<file path="src/rtl/core/brs_pkg.sv">
// shared types, constants and helpers of the boolean rule search block
`default_nettype none

package brs_pkg;

    localparam int ROWS      = 256;
    localparam int ROW_AW    = 8;
    localparam int RES_W     = 16;
    localparam int FEAT_W    = 16;
    localparam int LIT_W     = 5;
    localparam int NLIT      = 32;
    localparam int SUM_W     = 25;
    localparam int CNT_W     = 9;
    localparam int MAG_W     = 24;
    localparam int SQ_W      = 47;
    localparam int PROD_W    = 56;
    localparam int TOP_DEPTH = 128;
    localparam int KEEP_W    = 8;
    localparam int TOT_W     = 13;
    localparam int LST_AW    = 9;

    // configuration register indexes
    localparam logic CFG_KEEP_PAIRS   = 1'b0;
    localparam logic CFG_KEEP_TRIPLES = 1'b1;

    typedef struct packed {
        logic              unas;
        logic [RES_W-1:0]  resid;
        logic [FEAT_W-1:0] feat;
    } row_t;

    typedef struct packed {
        logic [1:0]       nlit;
        logic [LIT_W-1:0] lit0;
        logic [LIT_W-1:0] lit1;
        logic [LIT_W-1:0] lit2;
        logic             op0;
        logic             op1;
    } cand_t;

    typedef struct packed {
        cand_t            rule;
        logic [SUM_W-1:0] sum;
        logic [CNT_W-1:0] cnt;
    } ent_t;

    function automatic logic lit_hit(input logic [FEAT_W-1:0] feat, input logic [LIT_W-1:0] lit);
        return feat[lit[LIT_W-1:1]] == lit[0];
    endfunction

    function automatic logic [MAG_W-1:0] mag(input logic [SUM_W-1:0] s);
        logic [SUM_W-1:0] n;
        n = s[SUM_W-1] ? (~s + SUM_W'(1)) : s;
        return n[MAG_W-1:0];
    endfunction

    function automatic logic [KEEP_W-1:0] clip_keep(input logic [KEEP_W-1:0] k);
        return (k > KEEP_W'(TOP_DEPTH)) ? KEEP_W'(TOP_DEPTH) : k;
    endfunction

endpackage

`default_nettype wire

</file>
<file path="src/rtl/core/brs_cmp.sv">
// exact metric compare sa^2*cb > sb^2*ca with one squarer and one multiplier
`default_nettype none

module brs_cmp (
    input  wire logic                       clk,
    input  wire logic                       rst_n,
    input  wire logic                       start,
    input  wire logic [brs_pkg::SUM_W-1:0]  sa,
    input  wire logic [brs_pkg::CNT_W-1:0]  ca,
    input  wire logic [brs_pkg::SUM_W-1:0]  sb,
    input  wire logic [brs_pkg::CNT_W-1:0]  cb,
    output logic                            done,
    output logic                            gt,
    output logic [brs_pkg::SQ_W-1:0]        sq_a
);

    typedef enum logic [1:0] {IDLE, MUL_A, MUL_B, CMP} state_t;

    state_t                        state_reg;
    logic [brs_pkg::MAG_W-1:0]     mb_reg;
    logic [brs_pkg::CNT_W-1:0]     ca_reg;
    logic [brs_pkg::CNT_W-1:0]     cb_reg;
    logic [brs_pkg::SQ_W-1:0]      sq_reg;
    logic [brs_pkg::SQ_W-1:0]      sqa_reg;
    logic [brs_pkg::PROD_W-1:0]    pa_reg;
    logic [brs_pkg::PROD_W-1:0]    pb_reg;
    logic                          done_reg;
    logic                          gt_reg;

    logic [brs_pkg::MAG_W-1:0]     sq_in;
    logic [2*brs_pkg::MAG_W-1:0]   sq_full;
    logic [brs_pkg::CNT_W-1:0]     mul_b;
    logic [brs_pkg::PROD_W-1:0]    prod;

    assign sq_in   = (state_reg == IDLE) ? brs_pkg::mag(sa) : mb_reg;
    assign sq_full = sq_in * sq_in;
    assign mul_b   = (state_reg == MUL_A) ? cb_reg : ca_reg;
    assign prod    = brs_pkg::PROD_W'(sq_reg) * brs_pkg::PROD_W'(mul_b);

    always_ff @(posedge clk or negedge rst_n)
    begin
        if (!rst_n)
        begin
            state_reg <= IDLE;
            done_reg  <= 1'b0;
            gt_reg    <= 1'b0;
            mb_reg    <= '0;
            ca_reg    <= '0;
            cb_reg    <= '0;
            sq_reg    <= '0;
            sqa_reg   <= '0;
            pa_reg    <= '0;
            pb_reg    <= '0;
        end
        else
        begin
            done_reg <= 1'b0;
            unique case (state_reg)
                IDLE:
                begin
                    if (start)
                    begin
                        sq_reg    <= sq_full[brs_pkg::SQ_W-1:0];
                        mb_reg    <= brs_pkg::mag(sb);
                        ca_reg    <= ca;
                        cb_reg    <= cb;
                        state_reg <= MUL_A;
                    end
                end
                MUL_A:
                begin
                    pa_reg    <= prod;
                    sqa_reg   <= sq_reg;
                    sq_reg    <= sq_full[brs_pkg::SQ_W-1:0];
                    state_reg <= MUL_B;
                end
                MUL_B:
                begin
                    pb_reg    <= prod;
                    state_reg <= CMP;
                end
                CMP:
                begin
                    gt_reg    <= pa_reg > pb_reg;
                    done_reg  <= 1'b1;
                    state_reg <= IDLE;
                end
                default: state_reg <= IDLE;
            endcase
        end
    end

    assign done = done_reg;
    assign gt   = gt_reg;
    assign sq_a = sqa_reg;

endmodule

`default_nettype wire

</file>
<file path="config.mk">
export PLATFORM = sky130hd
export DESIGN_NAME = brs_cmp
export DESIGN_NICKNAME = d
export VERILOG_FILES = /design/src/rtl/core/brs_pkg.sv /design/src/rtl/core/brs_cmp.sv
export SDC_FILE = /design/constraint.sdc
export NUM_CORES = 2
export LEC_CHECK = 0
export BUFFER_PORTS_ARGS = -buffer_cell sky130_fd_sc_hd__clkbuf_2
export CORE_ASPECT_RATIO = 1.1
export CORE_MARGIN = 3
export CORE_UTILIZATION = 30
export CTS_CLUSTER_DIAMETER = 40
export CTS_CLUSTER_SIZE = 25
export DETAILED_ROUTE_END_ITERATION = 16
export SLEW_MARGIN = 20
export SYNTH_ARGS = -nofsm -noshare
export SYNTH_HDL_FRONTEND = slang
export SYNTH_SLANG_ARGS = --single-unit
</file>
<file path="constraint.sdc">
create_clock -name clk -period 11.1 [get_ports clk]
set_input_delay 2.22 -clock clk [delete_from_list [all_inputs] [get_ports clk]]
set_output_delay 2.22 -clock clk [all_outputs]
set_load 0.01 [all_outputs]
</file>
Word-level counts from Yosys, hierarchy flattened
Cells that the tools add are included.
{"block": "totals", "input_bits": 71, "latchBits": 0, "memories": 0, "mem_bits_rw": 0, "output_inout_bits": 49, "regBits": 252, "mem_bits_ro": 0}
{"block": "op_classes", "n_shift": 0, "magnitude_cmp": 1, "addsub": 2, "n_reduce_logical": 4, "n_bitwise": 2, "n_eq_ne": 4, "div": 0, "mux": 9, "mul": 2}
{"op": "$pmux W47 S2", "n": 1}
{"op": "$mux W24", "n": 3}
{"op": "$gt A56 B56 Y1", "n": 1}
{"op": "$mul A47 B9 Y56", "n": 1}
{"op": "$add A24 B1 Y24 const B", "n": 2}
{"op": "$not A24 Y24", "n": 2}
{"op": "$mul A24 B24 Y47", "n": 1}
{"op": "$mux W47", "n": 1}
{"op": "$mux W9", "n": 1}
{"op": "$pmux W2 S4", "n": 1}
{"op": "$eq A2 B2 Y1 const B", "n": 2}
{"op": "$reduce_and A2 Y1", "n": 2}
{"op": "$eq A2 B1 Y1 const B", "n": 1}
{"op": "$logic_not A2 Y1", "n": 1}
{"op": "$mux W2", "n": 1}
{"op": "$ne A2 B2 Y1 const B", "n": 1}
{"op": "$reduce_bool A2 Y1", "n": 1}
{"op": "$mux W1", "n": 1}

Logic depth before layout (Yosys ltp)
{"block": "logic_depth", "ltp_word": 7, "ltp_mapped": 37}

Worst setup path after synthesis
No wires, ideal clock.
{"block": "synth_path", "path_type": "input-to-reg", "start": "input port sa[1] in the netlist's numbering", "end": "register sq_reg[46] in the netlist's numbering", "t_required_ns": 10.970, "path_slack_ns": 0.724, "setup_ns": 0.130, "arrival_ns": 10.246, "path_stages": 31, "cell_sequence": "or3_1 -> clkbuf_1 -> or3_1 -> or2_2 -> o31ai_1 -> xor2_1 -> a21oi_1 -> clkbuf_1 -> nand2_1 -> fa_1 -> inv_1 -> fa_1 -> fa_1 -> inv_1 -> fa_1 -> inv_1 -> fa_1 -> inv_1 -> fa_1 -> inv_1 -> fa_1 -> ha_1 -> and4_1 -> and2_1 -> and4_1 -> a32oi_1 -> nand2_1 -> a311oi_1 -> o31ai_1 -> nor4b_1 -> nor3_1"}
{"block": "synth_via", "elab_chain_len": 7}
{"item": "start: declaration", "line_no": "brs_cmp.sv:8", "rtl": "input wire logic [brs_pkg::SUM_W-1:0] sa,"}
{"item": "$not A24 Y24", "line_no": "brs_pkg.sv:53", "rtl": "n = s[SUM_W-1] ? (~s + SUM_W'(1)) : s;"}
{"item": "$add A24 B1 Y24", "line_no": "brs_pkg.sv:53"}
{"item": "$mux W24 *", "line_no": "brs_pkg.sv:53"}
{"item": "$mux W24 *", "line_no": "brs_cmp.sv:35", "rtl": "assign sq_in = (state_reg == IDLE) ? brs_pkg::mag(sa) : mb_reg;"}
{"item": "$mul A24 B24 Y47 *", "line_no": "brs_cmp.sv:36", "rtl": "assign sq_full = sq_in * sq_in;"}
{"item": "$mux W47", "line_no": "brs_cmp.sv:61", "rtl": "if (start)"}
{"item": "$pmux W47 S2 *", "line_no": "brs_cmp.sv:58", "rtl": "unique case (state_reg)"}
{"item": "end signal: assignment", "line_no": "brs_cmp.sv:63", "rtl": "sq_reg <= sq_full[brs_pkg::SQ_W-1:0];"}
{"item": "end signal: assignment", "line_no": "brs_cmp.sv:74", "rtl": "sq_reg <= sq_full[brs_pkg::SQ_W-1:0];"}
{"item": "end: declaration", "line_no": "brs_cmp.sv:23", "rtl": "logic [brs_pkg::SQ_W-1:0] sq_reg;"}
Every way passes the cells marked *; elsewhere a longest branch is shown, timed or not. The select of a mux whose other input is x is not followed.
A chain may end at the register's enable or synchronous reset.

Worst setup path in the final report
{"block": "layout_path", "start": "input port sa[5] in the netlist's numbering", "end": "register sq_reg[45] in the netlist's numbering"}
Same word-level chain as after synthesis.

==> results list <==
* Min-Delay Startpoint: mb_reg[17]
- Total clock buffers created by CTS: slightly below 50
- TritonCTS built the clock tree.
- Delay-heaviest family, CP: adder cells
* Half-perimeter wire length after detailed placement: 86.48 mm
* Maximum net fanout on the critical path: 5
* Share of flip-flops with an asynchronous set or reset: 1.000
* Average cell area after synthesis: 9.196 um2
- Counting cells, the worst reg-to-reg path comes to 28.
* Cts-stage hold buffer count: 0
- After floorplanning, the core was sized to cover 133,000 um2.
- Cells after Synth: between 4,000 and 5,000
* Crit path depth: 32
- Count of distinct cell types in the synthesized netlist: 77
- Leaving out fill and tap cells, the most frequent cells in the layout are sky130_fd_sc_hd__inv_1 (942), sky130_fd_sc_hd__fa_1 (737), sky130_fd_sc_hd__nand2_1 (575).
* Starting Density: 0.3035
- Clock Path Buffers: 3
* Cell Area, Synth: about 40,000 um2
* CP bufs+invs: 6
- The clock arrives with 41.05 ps of skew.
* Iteration-0 DRC Markers: about 1,500
- Post-detailed-route DRC marker count: 0
- The flow ran to the end, and the final reports show no timing, DRC or antenna violations.
- Start point of the critical path: sa[5]
* Flip-flop cell with the highest count after synthesis: sky130_fd_sc_hd__dfrtp_1
- Global-route wire length before repair: approximately 170 mm
* Number of I/O pins: 120
* CTS sink cnt: 250
- Sequential cell area fraction in the yosys report: 0.1550
- Critical Path Sink Type: register
- Horizontal die dimension: 355.7 um
- Setup TNS Final: 0 ps
- The die covers 139,000 um2.
- The number of antenna violations at the first check in global routing was 0.
- Share of final-layout standard cells stronger than drive strength 1: 0.1063
* Final-report hold violation count: 0
- The worst path needs 10,430 ps of the cycle, external delays included.
* Final nets: 5,584
- Number of max-cap violations: 0
- Of the available clock period, the critical path in the final layout requires 0.9399.
* Signed area change from the synthesized netlist to the final layout: 11.57%
- The clock reaches the later pin of the worst-skew pair after 610 ps.
- The number of antenna diodes in the final layout is 0.
- Most common cell after layout, fill and taps aside: sky130_fd_sc_hd__inv_1
- The worst setup path is of the input pin to register kind.
- The number of max-slew violations in the final report was 0.
- The worst register-to-register path begins at state_reg[0].
* Number of levels in the clock H-tree: 2
- Setup repair after global routing left no endpoint under its margin.
* Worst path required time: around 12,000 ps
- Port bufs: 118
* Clock root buffer master: sky130_fd_sc_hd__clkbuf_16
- Via density per instance: approximately 4.7
- The final layout contains routed wiring with a total length of approximately 110 mm.
- Worst hold stages: 2
* Cell taking the most area after synthesis: sky130_fd_sc_hd__fa_1
* Total of cells resized after clock tree synthesis: 0
- Pin count of the biggest net entering global routing: 121
- Via count of the first global-routing pass: 31,483
- Timing would allow up to ~96 MHz.
* Overall track demand over capacity in global routing: 0.1572
- On the worst path, the slowest cell contributes a delay of about 560 ps.
* Syn. warnings: 0
- Post-DR wirelength/cell: 17.20 um
* Height of the die: approximately 390 um
* Relative slew slack: 0.3199
- The path class of the tightest hold or removal check is register to register.
- For the worst setup path, the data arrival time is 10,880 ps.
- For this run the aggregate overflow at the end of global routing stands at 0.
- By area the synthesized netlist is led by sky130_fd_sc_hd__fa_1 (37%), sky130_fd_sc_hd__dfrtp_1 (16%), sky130_fd_sc_hd__ha_1 (9.5%).
- Crit start category: input pin
- The count of nets left with antenna violations once routing finished came out at 0.
* Synth Register Bits: 250
* Number of placement rows: 140
- Worst path slowest cell: sky130_fd_sc_hd__fa_1
- The congestion estimate from routability-driven global placement came to 0.9240.
- Portion of synthesized cell area occupied by the leading cell type: 0.3656
- After clock tree synthesis, the clock-pin slew on the worst setup and hold paths is ~50 ps.
- Setup violations remaining at the end of the flow were counted as 0.
- Total of fill cells in the finished design: 13,664
- At the pin with the least slew margin, the transition time is ~1000 ps.
- Total via count in the routed design: 29,311
- Post-CTS repair timing setup buffer count: 0
- Number of synthesized flops with an enable pin: 0
- The first detailed-routing pass ran for 5 iterations.
- CP dominant cell by count: sky130_fd_sc_hd__fa_1
==> kinds of logic after synthesis <==
kind of cell,after synthesis,share of synthesized area
simple gates,1158,0.1274
buf+inv,1143,0.1072
fa+ha+maj,1044,0.4608
compound gates,519,0.08139
flops,250,0.1550
mux,143,0.03972
xor+xnor,129,0.02819
other cells,2,0.0001861
==> routing by layer <==
| layer | vias up | global-route usage | part of all wire |
|---|---|---|---|
| met5 | - | 0 | 0 |
| met4 | 0 | 0.04818 | 0.032 |
| met3 | 170 | 0.02832 | 0.056 |
| met2 | 647 | 0.2705 | 0.48 |
| met1 | 14870 | 0.2001 | 0.43 |
| li1 | 13624 | - | - |
==> per-stage QoR <==
stage                     hold WS [ps]  utilization  instance area [um2]  setup WS (ps)  cells
after floorplan                  449.5            -                40380          724.0   4394
after global placement           468.2       0.3261                43350          93.27   6193
after detailed placement         470.9       0.3261                43350          58.16   6193
after CTS                        481.8       0.3386                45020          679.2   6281
after global routing             502.0       0.3386                45020          133.9   6281
final                            475.1       0.3386                45020          667.1   6281
==> cells in the mapped netlist (all sizes together), types with 10 or more instances <==
cell type	number
a211oi	16
a21o	80
a21oi	142
and2	18
buf	38
clkbuf	155
dfrtp	250
fa	737
ha	307
inv	946
mux2	137
nand2	577
nand2b	22
nand3	33
nand4	22
nor2	257
nor2b	150
nor3	24
o211ai	12
o21a	13
o21ai	148
o21bai	11
o31ai	32
or3	15
or4	10
xnor2	59
xor2	70
==> final cells by class <==
| type | instances | area, um2 | area share |
|---|---|---|---|
| Timing Repair Buffer | 217 | 1419 | 0.03152 |
| Inverter | 950 | 3566 | 0.07921 |
| Clock buffer | 65 | 1376 | 0.03057 |
| Tap cell | 1775 | 2221 | 0.04933 |
| Sequential cell | 250 | 6256 | 0.1390 |
| Multi-Input combinational cell | 3001 | 29890 | 0.6640 |
| Clock inverter | 23 | 289.0 | 0.006420 |
==> final timing paths <==
path / end / slack [ps]
min reg2reg: mb_reg[17] / 480
max in group asynchronous: pa_reg[18] / 7880
max: sq_reg[45] / 670
min in group asynchronous: pa_reg[51] / 1750
min: mb_reg[17] / 480
max reg2reg: sq_reg[30] / 2480
==> worst register-to-register path, delay by kind of cell (launching register included) <==
family                     cells  cell delay, ps
AOI/OAI and AO/OA              8            1710
and+or+nand+nor                4             990
buffers and inverters          7            1510
DFF                            1             440
adders and majority gates      9            3870
Power is not shown: default switching activity piles up to over one toggle a cycle in this logic, so the estimate is an artifact.
