`config.mk`:
```
export PLATFORM = sky130hd
export DESIGN_NAME = brs_div
export DESIGN_NICKNAME = d
export VERILOG_FILES = /design/src/rtl/core/brs_pkg.sv /design/src/rtl/core/brs_div.sv
export SDC_FILE = /design/constraint.sdc
export NUM_CORES = 1
export LEC_CHECK = 0
export BUFFER_PORTS_ARGS = -buffer_cell sky130_fd_sc_hd__buf_2
export CORE_ASPECT_RATIO = 1.1
export CORE_MARGIN = 8
export CORE_UTILIZATION = 36
export CTS_CLUSTER_SIZE = 20
export DETAILED_ROUTE_END_ITERATION = 8
export PLACE_DENSITY = 0.62
export SYNTH_ARGS = -nofsm -noshare
export SYNTH_HDL_FRONTEND = slang
export SYNTH_SLANG_ARGS = --single-unit
```
`constraint.sdc`:
```
create_clock -name clk -period 2.4 [get_ports clk]
set_input_delay 0.24 -clock clk [delete_from_list [all_inputs] [get_ports clk]]
set_output_delay 0.24 -clock clk [all_outputs]
set_load 0.05 [all_outputs]
```
`src/rtl/core/brs_pkg.sv`:
```
// shared types, constants and helpers of the boolean rule search block
`default_nettype none

package brs_pkg;

    localparam int ROWS      = 256;
    localparam int ROW_AW    = 8;
    localparam int RES_W     = 16;
    localparam int FEAT_W    = 16;
    localparam int LIT_W     = 5;
    localparam int NLIT      = 32;
    localparam int SUM_W     = 25;
    localparam int CNT_W     = 9;
    localparam int MAG_W     = 24;
    localparam int SQ_W      = 47;
    localparam int PROD_W    = 56;
    localparam int TOP_DEPTH = 128;
    localparam int KEEP_W    = 8;
    localparam int TOT_W     = 13;
    localparam int LST_AW    = 9;

    // configuration register indexes
    localparam logic CFG_KEEP_PAIRS   = 1'b0;
    localparam logic CFG_KEEP_TRIPLES = 1'b1;

    typedef struct packed {
        logic              unas;
        logic [RES_W-1:0]  resid;
        logic [FEAT_W-1:0] feat;
    } row_t;

    typedef struct packed {
        logic [1:0]       nlit;
        logic [LIT_W-1:0] lit0;
        logic [LIT_W-1:0] lit1;
        logic [LIT_W-1:0] lit2;
        logic             op0;
        logic             op1;
    } cand_t;

    typedef struct packed {
        cand_t            rule;
        logic [SUM_W-1:0] sum;
        logic [CNT_W-1:0] cnt;
    } ent_t;

    function automatic logic lit_hit(input logic [FEAT_W-1:0] feat, input logic [LIT_W-1:0] lit);
        return feat[lit[LIT_W-1:1]] == lit[0];
    endfunction

    function automatic logic [MAG_W-1:0] mag(input logic [SUM_W-1:0] s);
        logic [SUM_W-1:0] n;
        n = s[SUM_W-1] ? (~s + SUM_W'(1)) : s;
        return n[MAG_W-1:0];
    endfunction

    function automatic logic [KEEP_W-1:0] clip_keep(input logic [KEEP_W-1:0] k);
        return (k > KEEP_W'(TOP_DEPTH)) ? KEEP_W'(TOP_DEPTH) : k;
    endfunction

endpackage

`default_nettype wire

```
`src/rtl/core/brs_div.sv`:
```
// restoring divider, one quotient bit per cycle
`default_nettype none

module brs_div (
    input  wire logic                      clk,
    input  wire logic                      rst_n,
    input  wire logic                      start,
    input  wire logic [brs_pkg::SQ_W-1:0]  dend,
    input  wire logic [brs_pkg::CNT_W-1:0] dsor,
    output logic                           done,
    output logic [brs_pkg::SQ_W-1:0]       quot
);

    localparam int STEP_W = $clog2(brs_pkg::SQ_W);

    logic                         busy_reg;
    logic                         done_reg;
    logic [STEP_W-1:0]            step_reg;
    logic [brs_pkg::SQ_W-1:0]     q_reg;
    logic [brs_pkg::CNT_W-1:0]    rem_reg;
    logic [brs_pkg::CNT_W-1:0]    d_reg;

    logic [brs_pkg::CNT_W:0]      trial;
    logic                         fits;
    logic [brs_pkg::CNT_W:0]      diff;

    assign trial = {rem_reg, q_reg[brs_pkg::SQ_W-1]};
    assign fits  = trial >= {1'b0, d_reg};
    assign diff  = trial - {1'b0, d_reg};

    always_ff @(posedge clk or negedge rst_n)
    begin
        if (!rst_n)
        begin
            busy_reg <= 1'b0;
            done_reg <= 1'b0;
            step_reg <= '0;
            q_reg    <= '0;
            rem_reg  <= '0;
            d_reg    <= '0;
        end
        else
        begin
            done_reg <= 1'b0;
            if (start)
            begin
                busy_reg <= 1'b1;
                step_reg <= STEP_W'(brs_pkg::SQ_W - 1);
                q_reg    <= dend;
                rem_reg  <= '0;
                d_reg    <= dsor;
            end
            else if (busy_reg)
            begin
                q_reg   <= {q_reg[brs_pkg::SQ_W-2:0], fits};
                rem_reg <= fits ? diff[brs_pkg::CNT_W-1:0] : trial[brs_pkg::CNT_W-1:0];
                if (step_reg == '0)
                begin
                    busy_reg <= 1'b0;
                    done_reg <= 1'b1;
                end
                else
                begin
                    step_reg <= step_reg - STEP_W'(1);
                end
            end
        end
    end

    assign done = done_reg;
    assign quot = q_reg;

endmodule

`default_nettype wire

```
# Yosys cells after proc, flatten, opt, wreduce, memory -nomap -nowiden
# Cells that the tools add are included.
# classes
mul,0
shifts,0
n_addsub,2
eq_ne,1
mux,14
reduce_logical,3
div_mod_pow,0
n_lt_le_gt_ge,1
bitwise_logic,0
# ops
operator,n
$mux W47,2
$mux W9,3
$mux W6,3
$ge A10 B9 Y1,1
$sub A9 B9 Y9,1
$logic_not A6 Y1,1
$mux W1,6
$sub A6 B1 Y6 const B,1
$ne A2 B2 Y1 const B,1
$reduce_and A2 Y1,1
$reduce_bool A2 Y1,1
# totals
latch_bits,0
elab_cells,27
ram_bits,0
reg_bits,73
out_inout_bits,48
mem_count,0
mem_bits_ro,0

# Longest topological paths before layout
# Gate-level depths: netlist of run 1.
# logic_depth
depth_word,4
depth_mapped,9

# Worst setup path before layout of run 1
# Ideal clock, no wire load.
# synth_timing
path_type,flip-flop to flip-flop
start,"register q_reg, in the netlist quot[46]"
end,register rem_reg[3] (netlist bit)
path_slack_ns,-0.015
synth_period_minus_slack_ns,2.415
arrival_ns,2.320
stages_incl_launch_ff,9
n_path_buf,0
cell_sequence,dfrtp_1 -> inv_1 -> ha_1 -> fa_1 -> nand2b_1 -> a21oi_4 -> o21ai_2 -> a211o_1 -> a311oi_2
# synth_between
elab_chain_cells,4
word_cells_on_any_way,5
# synth_lines
item,line,text
start: declaration,brs_div.sv:19,logic [brs_pkg::SQ_W-1:0] q_reg;
start signal: assignment,brs_div.sv:49,q_reg <= dend;
start signal: assignment,brs_div.sv:55,"q_reg <= {q_reg[brs_pkg::SQ_W-2:0], fits};"
$sub A9 B9 Y9 / $ge A10 B9 Y1 (equally long branches),"brs_div.sv:29, brs_div.sv:28",
$mux W9 (*),brs_div.sv:56,rem_reg <= fits ? diff[brs_pkg::CNT_W-1:0] : trial[brs_pkg::CNT_W-1:0];
$mux W9 (*),brs_div.sv:53,else if (busy_reg)
$mux W9 (*),brs_div.sv:45,if (start)
end signal: assignment,brs_div.sv:56,
end: declaration,brs_div.sv:20,logic [brs_pkg::CNT_W-1:0] rem_reg;
# Every way passes the cells marked *; elsewhere a longest branch is shown, timed or not. The select of a mux whose other input is x is not followed.
# A chain may end at the register's enable or synchronous reset.

# Worst setup path after layout of run 1
# Same ends and word-level chain as after synthesis.

==> results.md, run 1 <==
* Outcome: complete, but fails checks
* Violated checks: hold timing
* Util after Layout at 46.24%
* CTS buffer count at 9
* Mapped Area at 3857 um2
* Sequential Power Share at 35.7%
* Die X at 114.7 um
* I/O pin count at 107
* Hold crit path type: in -> async
* Hold Worst Slack at -0.02134 ns
* Placed Cells at 626
* Final hold violations at 28
* EDFF count, synth at 0
* Setup TNS at 0 ns
* Die H at 124.6 um
* Worst VDD drop at about 0.0003 V
* CP max stage cell: fa_1
* Crit. End Element: flip-flop
* Largest net degree at the start of global routing at 90
* Layout cells sized above 1 at 28.31%
* Post-detail-place hpwl at 6.845 mm
* Clock transition at the registers of the reported paths at 0.05 ns
* Slack of the critical path at around 0.2 ns
* Vias in the first global route at 3,185
* Net Sw Frac at 36.12%
* Critical path arrival at about 2.4 ns
* Number of max-cap violations at 0
* Synth-to-layout area growth at 24.59%
* Mean area per synthesized cell at between 9 and 10 um2
* Period utilisation layout at between 90 and 100%
* GRT Util Overall at 13.58%
* Critical path's largest stage delay at 0.39 ns
* Flip-flop count of the largest register after layout at 47
* Lkg Pwr at 0.002600 uW
* Syn. warnings at 0
* Min cycle time layout at 2.199 ns
* Unrepaired setup endpoints after global routing: false
* TritonCTS clock tree: built
* Comb pwr share at 35.2%
* Slew headroom at 49.97%
* Slew Limit Fails at 0
* Antenna violations before repair at 0
* First-pass GRT wire length at 15.75 mm
* Seq/Total Area, Yosys at a little under half
* Nets@finish at 565
* Crit-path max FO at 6
* Initial cell density of the core at 37.11%
* Unique masters post-synth at just under 50
* Post-CTS Repair Setup Buffers at 0
* Pint at 2718 uW
* Req. time, crit path at 2.64 ns
* Clock buffer depth at 2
* Antenna Nets Post-Route at 0
* Die ar. at 14,290 um2
* Measured slew at the worst slew-check pin at roughly 0.75 ns
* Critical Path Source Type: flip-flop
* Seq cells post-synth at between 70 and 80
* Worst-Skew Late Latency at 0.33 ns
* CTS Hold Buffers Added at 0
* Non-filler instance count after layout at 641
* Crit path cell chain: inv_1, ha_1, fa_1, nand2b_1, a21oi_4, o21ai_2, a211o_1, a311oi_2
* Post-CTS Resized at 0
* Antenna diodes at 0
* Clock share of power at 29.1%
* Vias per cell at 4.952
* Share of async-settable or async-resettable flops after synthesis at 100.0%
* Root Driver: clkbuf_16
* Setup CP Type: reg -> reg
* NetSw at 1537 uW
* Via count at between 3k and 4k
* Core Area at 10,390 um2
* Initial DRC count at between 200 and 300
* Row cnt at 39
* Clock sink total at 73
* Main synth FF type: dfrtp_1
* I/O Buffers at around 110
* Max Clk Rate at 0.4547 GHz
* Final RePlAce weighted congestion at about 0.80
* Total grt overflow at 0
* Drt first pass iters at 4
* Post-Place Setup Slack at between 0.15 and 0.2 ns
* Fillers at between 900 and 1k
* WL final at 9.387 mm
* Final setup fails at 0
* # DRC at 0
* H-Tree Depth at 3
* Mapped Cells at ~400
* Power Density at 885.3 nW/um2
* WL/cell at about 15 um
* Syn_nets at about 470
* Final Skew at 0.004816 ns
worst max-delay path, delay by kind of cell (launching register included):
kind / cells / cell delay, ns
fa+ha+maj: 2 / 0.61
simple gates: 1 / 0.21
flops: 1 / 0.38
buf+inv: 1 / 0.05
compound gates: 4 / 0.85
through the flow:
step / power [uW] / area (um2)
after floorplan: 2696 / 3859
after global placement: 3013 / 4528
after detailed placement: 3038 / 4528
after CTS: 4303 / 4806
after global routing: 4525 / 4806
final: 4255 / 4806
cell usage after synthesis (2+ instances only):
cell      instances  area [um2]
a21o_1            2       15.01
a21oi_2           2       17.52
a21oi_1           7       35.03
dfrtp_1          73        1827
a31oi_1           2       12.51
nand2b_1          4       25.02
nor3b_1           2       15.01
xnor2_1           2       17.52
a211o_1           2       17.52
xor2_1            3       26.28
nor3_1            3       15.01
ha_1             11       137.6
nand2_1          61       229.0
o21bai_1          2       15.01
a311oi_2          2       30.03
nand3_1          14       70.07
nor2_1           22       82.58
o21ai_0          61       305.3
and3_1            2       12.51
buf_2             6       30.03
mux2_2            2       22.52
buf_6             2       22.52
nand4_1           3       18.77
inv_1            16       60.06
clkbuf_1         14       52.55
a21o_2            2       17.52
a311oi_1          4       35.03
mux2i_1          48       480.5
logic make-up after synthesis:
group / share of synthesized area, %
AND/OR/NAND/NOR: 12.94
XOR/XNOR: 1.135
flip-flops: 47.36
AO/OA/AOI/OAI: 17.06
buffers and inverters: 4.379
multiplexers: 13.04
adder cells (fa/ha/maj): 4.087
cell type report:
cell class	instances	area, um2	share of cell area, %
multi-input cells	283	1862	38.74
flip-flops and latches	73	1829	38.06
clock buffers	15	277.8	5.780
inverters	16	60.06	1.250
well taps	143	178.9	3.723
repair buffers	111	598.1	12.44
power by group through the flow:
stage / clock network (uW) / logic, uW / registers (uW)
6_report: 1240 / 1500 / 1520
5_1_grt: 1340 / 1650 / 1540
4_1_cts: 1280 / 1500 / 1520
3_5_place_dp: 0 / 1500 / 1540
3_3_place_gp: 0 / 1480 / 1540
2_1_floorplan: 0 / 914 / 1780
path summary, 6_finish.rpt:
| kind | depth (start not counted) | slack (ns) | startpoint | endpoint |
|---|---|---|---|---|
| max reg2reg | 8 | 0.20 | quot[46]$_DFFE_PN0P_ | rem_reg[3]$_DFFE_PN0P_ |
| min in group clk | 3 | 0.12 | dend[4] | quot[4]$_DFFE_PN0P_ |
| max | 8 | 0.20 | quot[46]$_DFFE_PN0P_ | rem_reg[3]$_DFFE_PN0P_ |
| min | 1 | -0.02 | rst_n | d_reg[7]$_DFFE_PN0P_ |
| max in group asynchronous | 2 | 1.79 | rst_n | quot[22]$_DFFE_PN0P_ |
| min reg2reg | 1 | 0.51 | d_reg[0]$_DFFE_PN0P_ | d_reg[0]$_DFFE_PN0P_ |
cell usage in the layout, fill, tap and decap left out, types with 2 or more instances in the layout:
| cell | n |
|---|---|
| nor3_1 | 3 |
| xnor2_1 | 2 |
| clkbuf_16 | 9 |
| mux2_2 | 2 |
| a21oi_2 | 2 |
| a21oi_1 | 7 |
| mux2i_1 | 48 |
| clkbuf_1 | 3 |
| dfrtp_1 | 71 |
| o21ai_0 | 61 |
| nand4_1 | 3 |
| nand3_1 | 14 |
| ha_1 | 11 |
| buf_4 | 5 |
| and3_1 | 2 |
| o21bai_1 | 2 |
| a311oi_2 | 2 |
| nand2_1 | 61 |
| inv_1 | 16 |
| a311oi_1 | 4 |
| dfrtp_2 | 2 |
| nor2_1 | 22 |
| a211o_1 | 2 |
| clkbuf_8 | 3 |
| a21o_1 | 2 |
| buf_2 | 104 |
| a31oi_1 | 2 |
| a21o_2 | 2 |
| nor3b_1 | 2 |
| buf_12 | 2 |
| xor2_1 | 3 |
| nand2b_1 | 4 |
per-layer routing:
metal / track usage, % / vias to the layer above / wire (um)
met5: 0 / - / 0
met4: 5.573 / 0 / 210
met3: 3.783 / 16 / 554
met2: 22.24 / 75 / 4630
met1: 16.32 / 1491 / 3992
li1: - / 1592 / -
(Power assumes the default switching activity.)
==> run 2, diff against run 1 <==
--- a/config.mk
+++ b/config.mk
@@ -5,13 +5,14 @@
 export SDC_FILE = /design/constraint.sdc
 export NUM_CORES = 1
 export LEC_CHECK = 0
-export BUFFER_PORTS_ARGS = -buffer_cell sky130_fd_sc_hd__buf_2
+export BUFFER_PORTS_ARGS = -buffer_cell sky130_fd_sc_hd__clkbuf_2
 export CORE_ASPECT_RATIO = 1.1
 export CORE_MARGIN = 8
 export CORE_UTILIZATION = 36
 export CTS_CLUSTER_SIZE = 20
 export DETAILED_ROUTE_END_ITERATION = 8
 export PLACE_DENSITY = 0.62
+export SETUP_SLACK_MARGIN = 0.15
 export SYNTH_ARGS = -nofsm -noshare
 export SYNTH_HDL_FRONTEND = slang
 export SYNTH_SLANG_ARGS = --single-unit
==> run 2 against run 1 <==
Net effect: the flow now finishes without violations; worst setup slack better by 0.058 ns; clock power is 6% lower; worst hold slack better by 0.14 ns; combinational power is 4% higher; die area stayed put; final cell count is 0.62% higher; non-clock buffer count is 4 higher; critical path depth stayed put; clock skew hardly changed; sequential power hardly changed; count of clock-buffer cells in the layout is 2 lower.
==> results.md, run 2 (same netlist as run 1, synthesis figures left out) <==
* Worst VDD drop at 0.0003049 V (+1.6%)
* Slew Limit Fails at 0 (unchanged)
* CTS buffer count at 9 (unchanged)
* Commonest non-fill, non-tap cell in the layout: clkbuf_2
* Post-detail-place hpwl at 7.202 mm (+5.2%)
* Core Area at 10,390 um2 (unchanged)
* Crit-path max FO at 5 (-1)
* I/O pin count at 107 (unchanged)
* TritonCTS clock tree: built
* H-Tree Depth at 3 (unchanged)
* WL/cell at 14.73 um (+0.62%)
* Total grt overflow at 0 (unchanged)
* Via count at 3,182 (+0.25%)
* Setup CP Type: reg -> reg
* Vias in the first global route at 3,241 (+1.8%)
* Die X at 114.7 um (unchanged)
* Root Driver: clkbuf_16
* Final Skew at 0.004336 ns (-0.0004803 ns)
* Req. time, crit path at 2.64 ns (about the same)
* Layout cells sized above 1 at 29.28% (+0.97 points)
* Die ar. at 14,290 um2 (unchanged)
* Lkg Pwr at 0.002614 uW (+0.54%)
* Period utilisation layout at 89.22% (-2.4 points)
* Critical path arrival at 2.38 ns (-0.06 ns)
* Die H at 124.6 um (unchanged)
* Commonest cells after routing, fill and taps aside: 104 x clkbuf_2, 71 x dfrtp_1, 61 x nand2_1, 61 x o21ai_0, 48 x mux2i_1
* Measured slew at the worst slew-check pin at 0.5963 ns (-0.1541 ns)
* Final RePlAce weighted congestion at 0.8151 (+2.0%)
* Min cycle time layout at 2.141 ns (-0.05800 ns)
* Setup TNS at 0 ns (unchanged)
* Clock transition at the registers of the reported paths at 0.05 ns (about the same)
* Clock buffer depth at 2 (unchanged)
* Worst-Skew Late Latency at 0.33 ns (about the same)
* Number of max-cap violations at 0 (unchanged)
* WL final at 9.504 mm (+1.2%)
* Antenna violations before repair at 0 (unchanged)
* Final hold violations at 0 (-100%)
* # DRC at 0 (unchanged)
* Total Power at 4249 uW (-0.13%)
* Crit. End Element: flip-flop
* Nets@finish at 570 (+0.88%)
* Synth-to-layout area growth at 24.91%
* Initial DRC count at 183 (-29%)
* Max Clk Rate at 0.4670 GHz (+2.7%)
* Row cnt at 39 (unchanged)
* Critical Path Source Type: flip-flop
* Flip-flop count of the largest register after layout at 47 (unchanged)
* Final instance area at 4818 um2 (+0.26%)
* Initial cell density of the core at 37.11% (unchanged)
* Slew headroom at 60.25% (+10 points)
* Antenna diodes at 0 (unchanged)
* GRT Util Overall at 13.70% (+0.12 points)
* Unrepaired setup endpoints after global routing: false
* Vias per cell at 4.933 (-0.37%)
* Antenna Nets Post-Route at 0 (unchanged)
* I/O Buffers at 106 (unchanged)
* Final setup fails at 0 (unchanged)
* Largest net degree at the start of global routing at 56 (-38%)
* Drt first pass iters at 4 (unchanged)
* First-pass GRT wire length at 15.82 mm (+0.48%)
* Outcome: complete, no violations
* Cell Area, Placed at 4518 um2 (-0.22%)
* Clock sink total at 73 (unchanged)
* Hold crit path type: in -> reg
* Power Density at 881.8 nW/um2 (-0.39%)
==> run 2: final timing paths <==
path	startpoint	endpoint	slack, ns	depth (start not counted)
max reg2reg	quot[46]$_DFFE_PN0P_	rem_reg[3]$_DFFE_PN0P_	0.26	8
min	dend[8]	quot[8]$_DFFE_PN0P_	0.12	3
min in group asynchronous	rst_n	d_reg[7]$_DFFE_PN0P_	0.46	2
max in group asynchronous	rst_n	quot[42]$_DFFE_PN0P_	1.30	3
max	quot[46]$_DFFE_PN0P_	rem_reg[3]$_DFFE_PN0P_	0.26	8
min reg2reg	d_reg[0]$_DFFE_PN0P_	d_reg[0]$_DFFE_PN0P_	0.52	1
==> run 2: power by group <==
group | switching [uW] | internal, uW
Combinational | 984 | 572
Clock | 455 | 714
Sequential | 136 | 1390
Total | 1580 | 2670
==> run 2: worst max-delay path, stage by stage, from the launching register on <==
cell and delay (ns):
dfrtp_2 0.38, inv_1 0.05, ha_1 0.22, fa_2 0.35, nand2b_4 0.16, a21oi_4 0.22, o21ai_4 0.09, a211o_1 0.32
a311oi_2 0.25
==> run 2: per-layer routing <==
layer / global-route usage (%) / wire length, um
met2: 23.21 / 4702
met5: 0 / 0
met1: 15.73 / 4048
met3: 2.861 / 539
met4: 7.353 / 214
==> run 2: layout make-up <==
class	instances	area [um2]
inverter	16	60.06
tap	143	178.9
clock inverter	1	5.005
timing repair buffer	115	605.6
fill	1042	5575
multi-input combinational	284	1889
clock buffer	13	250.2
sequential	73	1829
==> run 2: timing repair <==
item,4_1_cts,5_1_grt
hold endpoints to repair,45,0
resized for setup,1,2
endpoints found under the setup margin,1,7
pin swaps,0,2
gates cloned,0,1
hold buffers,1,0
setup buffers,0,2
==> run 2: stage by stage <==
stage               setup slack, ns  cells  utilization, %  hold WS, ns
detailed placement           0.1479    627           43.47       0.3014
global placement             0.2210    627           43.47       0.2935
CTS                          0.1810    642           46.09       0.1103
floorplan                    0.1711    395               -     -0.05559
finish                       0.2588    645           46.36       0.1161
global route                 0.1505    645           46.36       0.1171
